File: src/hwd_pkg.sv
// ----------------------------------------------------------------------------
// hwd_pkg
// Shared constants and types for the hysteresis window detector.
// ----------------------------------------------------------------------------
package hwd_pkg;

   localparam int SAMPLE_BITS_DEF = 32;
   localparam int INDEX_BITS_DEF  = 24;
   localparam int CSR_INDEX_BITS  = 8;

   localparam logic [CSR_INDEX_BITS-1:0] REG_ON_LEVEL  = CSR_INDEX_BITS'(0);
   localparam logic [CSR_INDEX_BITS-1:0] REG_OFF_LEVEL = CSR_INDEX_BITS'(1);

   // control flags handed from the tracker to the result register
   typedef struct packed {
      logic hit;        // a window closed on this word
      logic saturated;  // index counter reached its maximum in this record
   } event_type;

endpackage

File: src/hwd_track.sv
// ----------------------------------------------------------------------------
// hwd_track
// Record state and threshold compares; flags a closed window per word.
// ----------------------------------------------------------------------------
module hwd_track #(
   parameter int SAMPLE_BITS = hwd_pkg::SAMPLE_BITS_DEF,
   parameter int INDEX_BITS  = hwd_pkg::INDEX_BITS_DEF
) (
   input  logic                          clock,
   input  logic                          reset,
   input  logic                          step,
   input  logic                          first,
   input  logic signed [SAMPLE_BITS-1:0] sample,
   input  logic signed [SAMPLE_BITS-1:0] on_level,
   input  logic signed [SAMPLE_BITS-1:0] off_level,
   output hwd_pkg::event_type            evt,
   output logic        [INDEX_BITS-1:0]  win_start,
   output logic        [INDEX_BITS-1:0]  win_end
);

   localparam logic [INDEX_BITS-1:0] INDEX_MAX = '1;

   logic signed [SAMPLE_BITS-1:0] prev_ff, prev_in;
   logic        [INDEX_BITS-1:0]  index_ff, index_in;
   logic        [INDEX_BITS-1:0]  start_ff, start_in;
   logic                          open_ff, open_in;
   logic                          sat_ff, sat_in;
   logic                          hit;

   always_comb begin
      prev_in  = sample;
      index_in = index_ff;
      start_in = start_ff;
      open_in  = open_ff;
      sat_in   = sat_ff;
      hit      = 1'b0;
      if (first) begin
         index_in = '0;
         start_in = '0;
         sat_in   = 1'b0;
         open_in  = sample > on_level;
      end else begin
         // counter sticks at its top value
         if (index_ff != INDEX_MAX) begin
            index_in = index_ff + INDEX_BITS'(1);
         end
         sat_in = sat_ff | (index_in == INDEX_MAX);
         if (open_ff) begin
            if (prev_ff >= off_level && sample < off_level) begin
               hit     = 1'b1;
               open_in = 1'b0;
            end
         end else if (prev_ff < on_level && sample >= on_level) begin
            open_in  = 1'b1;
            start_in = index_in;
         end
      end
   end

   always_ff @(posedge clock) begin
      if (reset) begin
         prev_ff  <= '0;
         index_ff <= '0;
         start_ff <= '0;
         open_ff  <= 1'b0;
         sat_ff   <= 1'b0;
      end else if (step) begin
         prev_ff  <= prev_in;
         index_ff <= index_in;
         start_ff <= start_in;
         open_ff  <= open_in;
         sat_ff   <= sat_in;
      end
   end

   assign evt.hit       = step & hit;
   assign evt.saturated = sat_in;
   assign win_start     = start_ff;
   assign win_end       = index_in;

endmodule

File: src/hysteresis_window_detector_unit.sv
// ----------------------------------------------------------------------------
// hysteresis_window_detector_unit
// Dual-threshold window detector over a stream of signed samples.
// ----------------------------------------------------------------------------
// A result appears on rsp_ in the cycle after the word that closes it.
// Throughput: one input word per cycle; the result register is the only stage
// and a new word is taken whenever it is empty or being drained.
// Reset (synchronous): both levels to zero, record state cleared, no window
// open, result register empty.
module hysteresis_window_detector_unit #(
   parameter int SAMPLE_BITS = hwd_pkg::SAMPLE_BITS_DEF,
   parameter int INDEX_BITS  = hwd_pkg::INDEX_BITS_DEF
) (
   input  logic                                clock,
   input  logic                                reset,
   // config write channel
   input  logic                                csr_valid,
   output logic                                csr_ready,
   input  logic [hwd_pkg::CSR_INDEX_BITS-1:0]  csr_index,
   input  logic [SAMPLE_BITS-1:0]              csr_data,
   // sample stream
   input  logic                                req_tvalid,
   output logic                                req_tready,
   input  logic [((SAMPLE_BITS+7)/8)*8-1:0]    req_tdata,  // sample
   input  logic                                req_tuser,  // first_of_record
   // result stream
   output logic                                rsp_tvalid,
   input  logic                                rsp_tready,
   output logic [((2*INDEX_BITS+7)/8)*8-1:0]   rsp_tdata,  // window_start, window_end
   output logic                                rsp_tuser   // index_saturated
);

   localparam int RSP_W = ((2*INDEX_BITS+7)/8)*8;

   logic signed [SAMPLE_BITS-1:0] on_ff, off_ff;
   logic                          out_valid_ff, out_valid_in;
   logic [INDEX_BITS-1:0]         out_start_ff, out_end_ff;
   logic                          out_sat_ff;
   logic                          accept;
   hwd_pkg::event_type            evt;
   logic [INDEX_BITS-1:0]         win_start, win_end;

   assign csr_ready = 1'b1;

   always_ff @(posedge clock) begin
      if (reset) begin
         on_ff  <= '0;
         off_ff <= '0;
      end else if (csr_valid) begin
         case (csr_index)
            hwd_pkg::REG_ON_LEVEL:  on_ff  <= csr_data;
            hwd_pkg::REG_OFF_LEVEL: off_ff <= csr_data;
            default: ;
         endcase
      end
   end

   assign req_tready = ~out_valid_ff | rsp_tready;
   assign accept     = req_tvalid & req_tready;

   hwd_track #(
      .SAMPLE_BITS (SAMPLE_BITS),
      .INDEX_BITS  (INDEX_BITS)
   ) u_track (
      .clock     (clock),
      .reset     (reset),
      .step      (accept),
      .first     (req_tuser),
      .sample    (req_tdata[SAMPLE_BITS-1:0]),
      .on_level  (on_ff),
      .off_level (off_ff),
      .evt       (evt),
      .win_start (win_start),
      .win_end   (win_end)
   );

   always_comb begin
      out_valid_in = out_valid_ff & ~rsp_tready;
      if (evt.hit) begin
         out_valid_in = 1'b1;
      end
   end

   always_ff @(posedge clock) begin
      if (reset) begin
         out_valid_ff <= 1'b0;
      end else begin
         out_valid_ff <= out_valid_in;
      end
   end

   // payload loads only with a fresh result
   always_ff @(posedge clock) begin
      if (evt.hit) begin
         out_start_ff <= win_start;
         out_end_ff   <= win_end;
         out_sat_ff   <= evt.saturated;
      end
   end

   assign rsp_tvalid = out_valid_ff;
   assign rsp_tdata  = RSP_W'({out_end_ff, out_start_ff});
   assign rsp_tuser  = out_sat_ff;

endmodule

File: config.mk
export PLATFORM = sky130hd
export DESIGN_NAME = hysteresis_window_detector_unit
export DESIGN_NICKNAME = d
export VERILOG_FILES = /design/src/hwd_pkg.sv /design/src/hwd_track.sv /design/src/hysteresis_window_detector_unit.sv
export SDC_FILE = /design/constraint.sdc
export NUM_CORES = 1
export LEC_CHECK = 0
export BUFFER_PORTS_ARGS = -buffer_cell sky130_fd_sc_hd__buf_2
export CORE_AREA = 2 2 199 152
export CTS_CLUSTER_DIAMETER = 50
export DETAILED_ROUTE_END_ITERATION = 10
export DIE_AREA = 0 0 201 154
export PLACE_DENSITY = 0.71
export SYNTH_ARGS = -nofsm -noshare
export SYNTH_HDL_FRONTEND = slang
export SYNTH_HIERARCHICAL = 1
export SYNTH_SLANG_ARGS = --single-unit
File: constraint.sdc
create_clock -name clock -period 7.2 [get_ports clock]
set_input_delay 2.16 -clock clock [delete_from_list [all_inputs] [get_ports clock]]
set_output_delay 2.16 -clock clock [all_outputs]
set_load 0.005 [all_outputs]
==> results of run 1 <==
[per-stage QoR]
| stage | instance area [um^2] | setup WS (ns) | cells | hold slack (ns) |
|---|---|---|---|---|
| finish | 12970 | 2.385 | 1720 | 0.4731 |
| global route | 12970 | 2.191 | 1720 | 0.4867 |
| CTS | 12970 | 2.409 | 1720 | 0.4664 |
| detailed placement | 12360 | 1.941 | 1688 | 0.4485 |
| global placement | 12360 | 1.932 | 1688 | 0.4459 |
| floorplan | 11490 | 1.390 | 1224 | 0.4307 |
[cells by family after synthesis]
kind of cell	after synthesis	share of synthesized area (%)
AND/OR/NAND/NOR	422	19.64
other	1	0.03264
flip-flops	196	38.42
adder cells (fa/ha/maj)	127	13.83
multiplexers	97	8.451
buffers and inverters	137	5.304
AO/OA/AOI/OAI	222	12.58
XOR/XNOR	22	1.743
[layer usage]
layer  part of all wire [%]  global-route usage, %  wire (um)  up-vias
met5                  0.043                      0         13        -
met4                    1.1                  4.656        342        2
met3                    6.9                  5.045       2098       30
met2                     41                  28.62      12430      282
met1                     51                  29.61      15510     4464
li1                       -                      -          -     4598
[registers in the layout, indices dropped and copies added (netlist names)]
signal and cells:
u_track/open_ff 1, off_ff 32, rsp_tuser 1, u_track/win_start 24, out_start_ff 24, rsp_tvalid 1, u_track/index_ff 24, on_ff 32
u_track/prev_ff 32, out_end_ff 24, u_track/sat_ff 1
[cell usage after synthesis (20+ instances only)]
cell type  number  area share, %
inv_1          74            2.4
dfxtp_1       147             26
ha_1          127             14
o21ai_0        24            1.0
clkbuf_1       44            1.4
nand2b_1      105            5.7
a21oi_1        78            3.4
a31oi_1        20            1.1
mux2i_1        97            8.5
o211ai_1       21            1.4
edfxtp_1       49             13
nand3_1        37            1.6
nor2_1        110            3.6
nand4_1        35            1.9
nand2_1        63            2.1
[layout make-up]
| class | count | share of cell area, % |
|---|---|---|
| multi-input cells | 891 | 50.00 |
| flip-flops and latches | 196 | 34.04 |
| repair buffers | 135 | 5.364 |
| well taps | 392 | 3.782 |
| clock buffers | 17 | 3.280 |
| inverters | 74 | 2.142 |
| clock inverters | 15 | 1.399 |
[worst max-delay path, stage by stage]
cell and delay (ns):
buf_2 0.29, inv_1 0.87, nand2_1 0.80, nor3_4 0.37
buf_4 0.37
[worst paths after layout]
check | to | slack, ns | cells after the start
worst max register to register | u_track/win_start[11]$_SDFFE_PP0P_ | 3.57 | 9
worst min register to register | out_start_ff[12]$_DFFE_PP_ | 0.47 | 0
worst min-delay path | out_start_ff[12]$_DFFE_PP_ | 0.47 | 0
worst max-delay path | out_end_ff[9]$_DFFE_PP_ | 2.39 | 5
[where the power goes]
| group | switching (mW) | leakage (nW) | internal, mW |
|---|---|---|---|
| registers | 0.0128 | 1.66 | 1.14 |
| clock network | 0.497 | 0.287 | 0.472 |
| logic | 0.176 | 3.13 | 0.108 |
==> impl_metrics.yaml, run 1 <==
route:
  route.detailed.drc: 0
  drt_pass1_iterations: 5
  via_per_inst: 5.451
  wire_per_inst_um: 17.67
  vias: 9376
  totalWireLength_mm: 30.39
  drt_iter0_markers: 911
  drtAntennaViolNets: 0
synthesis:
  synth_fp_nets: 1429
  synthFlopType: "dfxtp_1"
  syn_area_mm2: 0.01149
  synth_cell_types: 68
  synth_area_per_cell_um2: 9.386
  synth_edf_count: 49
  yosys_warnings: 6
  ys_ff_latch: 196
  synthArstFlopShare_pct: 0
  yosysSeqAreaShare_pct: 38.42
  syn-instance-count: 1224
sta:
  fin_crit_ns: 4.815
  relSlewSlack_pct: 18.80
  slew_violations: 0
  worst_pin_slew_ns: 1.214
  fmax_ghz: 0.2077
  rsz0062_at_grt: "no"
  setup_viol: 0
  hold_viol: 0
  fin_crit_sh_pct: 66.87
  fin_skew_ns: 0.01837
  final.setup.tns_ns: 0
final_layout:
  multi_input_area_mm2: 0.006484
  final_util_pct: 44.95
  seq_area_mm2: 0.004414
  final_cell_mix: "dfxtp_1, buf_2, ha_1"
  final_common_cell: "dfxtp_1"
  drive_gt1_share_pct: 14.16
  fillCellCount: 2797
  antenna_cells: 0
  num-nets-final: 1520
  area_growth_pct: 12.88
floorplan:
  coreArea_mm2: 0.02885
  ioPinCount: 130
  die_y_um: 154
  die_w_um: 201
  start_util_pct: 39.82
  fp.dieArea_mm2: 0.03095
  fp-row-count: 54
cts:
  clockBufferDepth: 2
  post_cts_buffers: 0
  postCtsHoldBufs: 0
  clkTransAtPathRegs_ns: 0.09
  cts_resized: 0
  cts_buffers: 17
  htreeDepth: 4
  clockRootBuffer: "clkbuf_16"
  clk_latency_ns: 0.45
  cts_tree: "yes"
  cts.sinks: 196
pwr:
  total_power_mw: 2.401
  vdd_drop_max_v: 0.0001689
  power_density_mw_per_mm2: 185.1
  p_leak_nw: 5.082
global_routing:
  grt_overflow: 0
  grt_first_pass_wirelength_mm: 49.12
  grt_max_degree: 72
  first_global_vias: 9051
  grtUsageTotal_pct: 19.92
  antenna_found_initial: 1
worst_hold_path:
  hold_start: "u_track/win_start[12]$_SDFFE_PP0P_"
  hp-class: "reg2reg"
worst_setup_path:
  end_kind: "flop"
  rr_startpoint: "on_ff[31]$_SDFFE_PP0P_"
  criticalPathCategory: "in2reg"
  cp-startpoint: "req_tuser"
  start_kind: "primary input"
  crit_path_max_fanout: 33
  worstPathArrival_ns: 4.92
  cp.required_ns: 7.31
outcome:
  outcome: "completed"
place:
  numPortBuffers: 128
  hpwl_mm: 22.69
  routabilityCongestion: 0.9008
run:
  maxCapViolCount: 0
Power figures use the tool's default switching activity.
==> run 2: changes to the inputs <==
clock period = 4.2 ns   (was 7.2 ns; I/O delays follow)
==> impl_metrics.yaml, run 2 (synthesis gave the netlist of run 1 again) <==
final_layout:
  reg.largest.list: "off_ff: 32 flops, on_ff: 32 flops, u_track/prev_ff: 32 flops"
  drive_gt1_share_pct: 14.47
  final_common_cell: "dfxtp_1"
  area_growth_pct: 13.58
  final_cell_mix: "dfxtp_1, buf_2, ha_1"
  finalInstanceArea_mm2: 0.01305
  fillCellCount: 2783
  final_util_pct: 45.23
  antenna_cells: 0
  num-nets-final: 1526
pwr:
  vdd_drop_max_v: 0.0003012
  switching_share_pct: 27.38
  clkPwrFrac_pct: 41.2
  p_int_mw: 3.051
  p_seq_share_pct: 46.8
  p_leak_nw: 5.125
  p_sw_mw: 1.150
  power_density_mw_per_mm2: 322.0
  pwr-share-comb_pct: 12.0
cts:
  clkTransAtPathRegs_ns: 0.08
  cts_resized: 0
  postCtsHoldBufs: 0
  clockRootBuffer: "clkbuf_16"
  cts_tree: "yes"
  htreeDepth: 4
  clk_latency_ns: 0.45
  cts_buffers: 17
  cts.sinks: 196
  clockBufferDepth: 2
  post_cts_buffers: 0
worst_setup_path:
  crit_path_max_incr_delay_ns: 0.93
  path_delay_family: "compound AO/OA/AOI/OAI gates"
  criticalPathCategory: "in2reg"
  crit_path_max_fanout: 24
  cp.required_ns: 4.57
  end_kind: "flop"
  crit_top_cell: "a31oi_1"
  crit_buf_inv: 2
  start_kind: "primary input"
  worstPathArrival_ns: 4.12
  crit_path_top_delay_cell: "a31oi_2"
  worstPathCellList: "buf_2 > ha_1 > a21oi_1 > o21ai_0 > a211oi_1 > a31oi_1 > buf_4 > a31oi_2 > o211ai_1 > a31oi_1"
sta:
  relSlewSlack_pct: 18.11
  rsz0062_at_grt: "no"
  hold_viol: 0
  final.setup.tns_ns: 0
  worst_pin_slew_ns: 1.225
  fin_skew_ns: 0.01832
  slew_violations: 0
  setup_viol: 0
  fin_crit_sh_pct: 89.28
  fin_crit_ns: 3.750
  fmax_ghz: 0.2667
route:
  totalWireLength_mm: 30.09
  drt_iter0_markers: 751
  wire_per_inst_um: 17.43
  drtAntennaViolNets: 0
  via_per_inst: 5.437
  vias: 9384
  drt_pass1_iterations: 7
  route.detailed.drc: 0
global_routing:
  antenna_found_initial: 1
  grtUsageTotal_pct: 19.66
  grt_first_pass_wirelength_mm: 48.70
  grt_max_degree: 136
  first_global_vias: 9070
  grt_overflow: 0
floorplan:
  fp.dieArea_mm2: 0.03095
  ioPinCount: 130
  coreArea_mm2: 0.02885
  fp-row-count: 54
  start_util_pct: 39.82
  die_y_um: 154
  die_w_um: 201
place:
  routabilityCongestion: 0.8980
  numPortBuffers: 128
  place_area_mm2: 0.01243
  hpwl_mm: 22.12
worst_hold_path:
  hp-class: "reg2reg"
run:
  maxCapViolCount: 0
outcome:
  outcome: "completed"
## run 2: layout make-up
class	instances	area (um^2)	area share (%)
Inverter	74	277.8	2.129
Clock buffer	18	429.2	3.289
Sequential cell	196	4414	33.83
Multi-Input combinational cell	891	6484	49.69
Timing Repair Buffer	141	765.7	5.868
Tap cell	392	490.5	3.759
Clock inverter	14	187.7	1.438
## run 2: path summary, 6_finish.rpt
kind	from	endpoint	slack, ns	depth (start not counted)
setup / recovery	req_tdata[11]	u_track/win_start[5]$_SDFFE_PP0P_	0.45	10
hold / removal	u_track/win_start[9]$_SDFFE_PP0P_	out_start_ff[9]$_DFFE_PP_	0.46	0
setup reg to reg	on_ff[10]$_SDFFE_PP0P_	u_track/win_start[10]$_SDFFE_PP0P_	0.49	9
hold reg to reg	u_track/win_start[9]$_SDFFE_PP0P_	out_start_ff[9]$_DFFE_PP_	0.46	0
## run 2: stage by stage
step                cells  power [mW]  hold slack (ns)  setup slack, ns
floorplan            1224       2.336           0.4307          0.02634
global route         1726       4.377           0.4669           0.1877
CTS                  1726       4.237           0.4662           0.5277
finish               1726       4.201           0.4633           0.4501
global placement     1694       2.494           0.4446           0.1154
detailed placement   1694       2.506           0.4466          0.05943
## run 2: power groups by stage
stage,Clock [mW],Sequential (mW),Combinational [mW]
global route,1.85,1.97,0.560
floorplan,0,2.01,0.330
detailed placement,0,2.01,0.495
CTS,1.77,1.97,0.498
global placement,0,2.01,0.483
finish,1.73,1.97,0.502
## run 2: layer usage
layer | GRT usage, % | vias up | part of all wire, %
met3 | 4.387 | 33 | 6.2
met4 | 5.220 | 2 | 1.3
li1 | - | 4624 | -
met1 | 29.21 | 4454 | 51
met5 | 0 | - | 0.043
met2 | 28.42 | 271 | 41
